===== src/hdl/wra_pkg.sv =====
// Shared types, constants and rounding for the waveform running average.
`timescale 1ns / 1ps

package wra_pkg;

    localparam int FRAME_POINTS  = 8192;
    localparam int FRACTION_BITS = 16;
    localparam int STORE_W       = 8 + FRACTION_BITS;
    localparam int ADDR_W        = $clog2(FRAME_POINTS);
    localparam int DEPTH_W       = 9;
    localparam int INDEX_W       = 13;

    typedef struct packed {
        logic [7:0]         sample_a;
        logic [7:0]         sample_b;
        logic [INDEX_W-1:0] point_index;
        logic               restart;
        logic               last_point;
    } wra_in_t;

    typedef struct packed {
        logic [7:0]         avg_a;
        logic [7:0]         avg_b;
        logic [INDEX_W-1:0] point_out;
    } wra_out_t;

    typedef struct packed {
        logic               start;
        logic [ADDR_W-1:0]  addr;
        logic [7:0]         sample;
        logic [DEPTH_W-1:0] n;
        logic               wr_en;
    } lane_ctrl_t;

    typedef struct packed {
        logic               done;
        logic [STORE_W-1:0] avg;
    } lane_stat_t;

    function automatic logic [7:0] round8(input logic [STORE_W-1:0] avg);
        logic [STORE_W:0] sum;
        logic [8:0]       r;
        sum = {1'b0, avg} + (STORE_W+1)'(1 << (FRACTION_BITS - 1));
        r   = sum[STORE_W:FRACTION_BITS];
        return r[8] ? 8'hFF : r[7:0];
    endfunction

endpackage


===== src/hdl/wra_merge.sv =====
// Merge stage: rounds both lane averages into the output register, or gives zero for an out-of-range point.
`timescale 1ns / 1ps

module wra_merge
    import wra_pkg::*;
(
    input  logic               aclk,
    input  logic               aresetn,
    input  logic               load,
    input  logic               in_range,
    input  logic [INDEX_W-1:0] point,
    input  logic [STORE_W-1:0] avg_a,
    input  logic [STORE_W-1:0] avg_b,
    output logic               free,
    output logic               m_valid,
    input  logic               m_ready,
    output wra_out_t           m_data
);

    logic     valid_reg, valid_next;
    wra_out_t data_reg;

    assign free = !valid_reg || m_ready;

    always_comb begin
        valid_next = valid_reg;
        if (load) begin
            valid_next = 1'b1;
        end else if (m_ready) begin
            valid_next = 1'b0;
        end
    end

    always_ff @(posedge aclk) begin
        if (!aresetn) begin
            valid_reg <= 1'b0;
        end else begin
            valid_reg <= valid_next;
        end
    end

    always_ff @(posedge aclk) begin
        if (load) begin
            data_reg.avg_a     <= in_range ? round8(avg_a) : 8'd0;
            data_reg.avg_b     <= in_range ? round8(avg_b) : 8'd0;
            data_reg.point_out <= point;
        end
    end

    assign m_valid = valid_reg;
    assign m_data  = data_reg;

endmodule


===== config.mk =====
export PLATFORM = sky130hd
export DESIGN_NAME = wra_merge
export DESIGN_NICKNAME = d
export VERILOG_FILES = /design/src/hdl/wra_pkg.sv /design/src/hdl/wra_merge.sv
export SDC_FILE = /design/constraint.sdc
export NUM_CORES = 1
export LEC_CHECK = 0
export BUFFER_PORTS_ARGS = -buffer_cell sky130_fd_sc_hd__buf_2
export CAP_MARGIN = 20
export CORE_ASPECT_RATIO = 0.7
export CORE_MARGIN = 2
export CORE_UTILIZATION = 43
export CTS_CLUSTER_DIAMETER = 200
export DETAILED_ROUTE_END_ITERATION = 10
export PLACE_DENSITY = 0.84
export SYNTH_ARGS = -nofsm -noshare
export SYNTH_HDL_FRONTEND = slang
export SYNTH_SLANG_ARGS = --single-unit
export TNS_END_PERCENT = 1

===== constraint.sdc =====
create_clock -name aclk -period 3 [get_ports aclk]
set_input_delay 0.6 -clock aclk [delete_from_list [all_inputs] [get_ports aclk]]
set_output_delay 0.6 -clock aclk [all_outputs]
set_load 0.01 [all_outputs]

# ---- Word level (Yosys, flattened, before mapping)
# Index checks and enable logic that the tools add are counted.
dict set report op_classes {
  addsub 2
  mux 4
  reduce_logical 3
}
# operator count
set op_table {}
lappend op_table {{$add A24 B16 Y25 const B} 2}
lappend op_table {{$mux W8} 2}
lappend op_table {{$mux W1} 2}
lappend op_table {{$reduce_bool A2 Y1} 1}
lappend op_table {{$logic_not A1 Y1} 1}
lappend op_table {{$logic_or A1 B1 Y1} 1}
dict set report totals {
  regBits 30
  inputBits 66
  output_inout_bits 31
  wordCells 13
}

# ---- Longest topological paths before layout
dict set report logic_depth {
  word_depth 2
  depth_mapped 4
  mapped_depth_nobuf 4
}

# ---- Worst setup path before layout
# OpenSTA, ideal clock, no wires.
dict set report synth_path {
  path_type {in2reg}
  start {in avg_b[15]}
  end {reg data_reg, in the netlist m_data[20] (data pin)}
  setup_ps 270
  arrival_time_ps 1301
  path_slack_ps 1430
  cell_stages 4
  path_buffers 0
  cell_sequence {ha_1 and4_1 a41oi_1 nor3_1}
}
dict set report synth_between {
  elab_chain_cells 2
}
# element line_no
set synth_rtl {}
lappend synth_rtl {{start, declared} wra_merge.sv:13} ;# input logic [STORE_W-1:0] avg_b,
lappend synth_rtl {{$add A24 B16 Y25} wra_pkg.sv:43} ;# sum = {1'b0, avg} + (STORE_W+1)'(1 << (FRACTION_BITS - 1));
lappend synth_rtl {{$mux W8} wra_pkg.sv:45} ;# return r[8] ? 8'hFF : r[7:0];
lappend synth_rtl {{end, declared} wra_merge.sv:21} ;# wra_out_t data_reg;
# No other way between the ends.
# A chain may end at the register's enable or synchronous reset.

# ---- Worst setup path in the final report
dict set report layout_path {
  start {in m_ready}
  end {out free}
}
dict set report layout_between {
  elab_chain_cells 1
}
# element line_no
set layout_rtl {}
lappend layout_rtl {{start, declared} wra_merge.sv:16} ;# input logic m_ready,
lappend layout_rtl {{$logic_or A1 B1 Y1} wra_merge.sv:23} ;# assign free = !valid_reg || m_ready;
lappend layout_rtl {{end, declared} wra_merge.sv:14} ;# output logic free,
# No other way between the ends.

==> results.toml <==
[run_status]
status = "completed"

[critical_path]
worst_path_most_repeated_cell = "buf_2"
critical_path_class = "primary input to primary output"
critPathMaxFanout = 2
crit_family = "buffers and inverters"
slowest_delay_ps = 140
slowest_stage = "nand2b_1"
crit_path_cell_trace = "buf_2 > nand2b_1 > buf_2"
path_buf_inv = 2
start_kind = "primary input"
worstSetupEndpointType = "primary output"
critPathArrivalTime_ps = 970
required_ps = 2400

[cells_and_area]
drive_above_1_share = 0.4675
seq_area_um2 = 890.9
postLayoutCoreUtil = 0.6263
final_cells = 205
nNetsFinal = 236
n_fill_cell = 220
num_antenna_cells = 0
postLayoutCellArea_mm2 = 0.001805
syn2layout_area_growth_pct = 35.37
multi_input_area_um2 = 414.1

[logic_synthesis]
synthArstFlopShare = 0
netlist.area_leader.share = 0.6529
synth_ff_type = "edfxtp_1"
synth_top_area_cell = "edfxtp_1"
yosys-top-cells-count = "29 x edfxtp_1, 8 x nand2_1, 7 x a21oi_1"
synth.distinct_cells = 34
yosys.cell_count.top_type = "edfxtp_1"
ys_warn_count = 0
yosysSeqAreaShare = 0.6679
synthTopCellsByArea = "edfxtp_1 65%, and4_1 3.3%, a21oi_1 2.6%"
ys_seq_elements = 30
synth-edff-count = 29
synth_area_mm2 = 0.001334
syn_avg_cell_area_um2 = 13.61
synth_fp_nets = 166
synthCells = 98

[placed_design]
postPlaceCellArea_mm2 = 0.001695
dpl.cell_count = 197
portBuffers = 66
dp_slack_ps = 1223
gp_congestion = 0.7429
hpwl_um = 2329

[cts]
ctsRootBufferMaster = "clkbuf_8"
cts_tree = "yes"
cts_setup_buffers = 0
clk-insertion-delay-late_ps = 280
holdBufCountCts = 0
clkTransAtPathRegs_ps = 60
clock-sinks = 30
cts_resized = 0
clk_path_buf_depth = 2
cts_inserted_buffers = 5
htreeDepth = 2

[drt]
drc = 0
dr.pass1.iters = 4
vias = 1150
drt-vias-per-instance = 5.610
wire_per_inst_um = 15.25
drt-total-wl_um = 3127
drt_iter0_drc = 112
ant_nets = 0

[floorplanning]
coreArea_mm2 = 0.002883
die_y_um = 50.60
fp-row-count = 16
ioPinCount = 97
initial_core_util = 0.4627
fp.dieArea_mm2 = 0.003570
die-width_um = 70.57

[timing]
setup_viol = 0
min_period_over_period = 0.5241
tightest_slew_ps = 607.8
maxSlewHeadroom = 0.5948
setup_tns_ps = 0
drv_slew = 0
setup_ws_ps = 1428
skew_ps = 0
hold_viol = 0
fin_crit_ps = 1572
max_freq_mhz = 636.1
rsz0062_at_grt = "false"

[grt]
antenna_found_initial = 0
grt_pass1_wl_um = 4636
overflow = 0
grtUsageTotal = 0.1735
grt_pass1_vias = 1010
grt_max_degree = 31

[power_and_ir_drop]
power_leakage_uw = 0.0007775
vdd_drop_max_mv = 0.2353
pwr_density_cell_mw_per_mm2 = 557.7

[run]
maxCapViolCount = 0

[hold_path]
hp-class = "primary input to flip-flop"
sequential cells by signal, indices dropped and copies added (netlist names):
name     count
m_data      29
m_valid      1
power breakdown:
part	switching [uW]	internal [uW]	leakage [uW]
clock network	139	231	0.0000575
logic	76.2	55.0	0.000430
registers	7.81	498	0.000290
total	223	784	0.000778
metrics by stage:
stage / hold slack (ps) / power, uW
finish: 493.4 / 1007
global route: 478.4 / 1048
CTS: 488.6 / 1010
detailed placement: 526.2 / 644.5
global placement: 480.7 / 636.4
floorplan: 596.1 / 566.0
worst register-to-register path: cells and delay by family, from the launching register on:
kind / cells / cell delay (ps)
DFF: 1 / 320
and+or+nand+nor: 1 / 70
AOI/OAI and AO/OA: 1 / 190
layout make-up:
cell class	count	area share
flip-flops and latches	30	0.4934
multi-input cells	61	0.2294
repair buffers	66	0.1830
clock buffers	8	0.06098
well taps	36	0.02495
inverters	4	0.008316
layout by cell type (no fill, tap or decap), drive strengths merged, types with 2 or more instances in the layout:
master	Yosys	layout
and3	2	2
ha	2	2
edfxtp	29	29
nand2	8	8
a31oi	3	3
and4b	2	2
o21ai	3	3
buf	2	66
and4	5	5
a41oi	2	2
a211oi	2	2
clkbuf	1	8
nand4	2	2
a21oi	7	7
nand3	5	5
nor3	3	3
inv	4	4
xnor2	2	2
final timing paths:
path                             start              endpoint  slack (ps)  cells past startpoint
hold reg to reg   m_valid$_SDFFE_PN0P_  m_valid$_SDFFE_PN0P_         520                      2
setup / recovery               m_ready                  free        1430                      3
setup reg to reg  m_valid$_SDFFE_PN0P_  m_valid$_SDFFE_PN0P_        2340                      2
hold / removal                point[6]   m_data[6]$_DFFE_PP_         490                      1
per-layer routing:
| metal | track usage | part of all wire | up-vias |
|---|---|---|---|
| met5 | 0 | 0 | - |
| met1 | 0.2083 | 0.39 | 508 |
| met2 | 0.2736 | 0.44 | 95 |
| li1 | - | - | 536 |
| met4 | 0.09119 | 0.020 | 0 |
| met3 | 0.06627 | 0.14 | 11 |
logic make-up (layout without fill, tap and decap cells):
family / after synthesis / in the layout / synth area share
buffers and inverters: 7 / 78 / 0.02157
adder cells (fa/ha/maj): 2 / 2 / 0.01876
flip-flops: 30 / 30 / 0.6679
AND/OR/NAND/NOR: 33 / 33 / 0.1585
AO/OA/AOI/OAI: 24 / 24 / 0.1201
XOR/XNOR: 2 / 2 / 0.01314
Power figures use the tool's default switching activity.
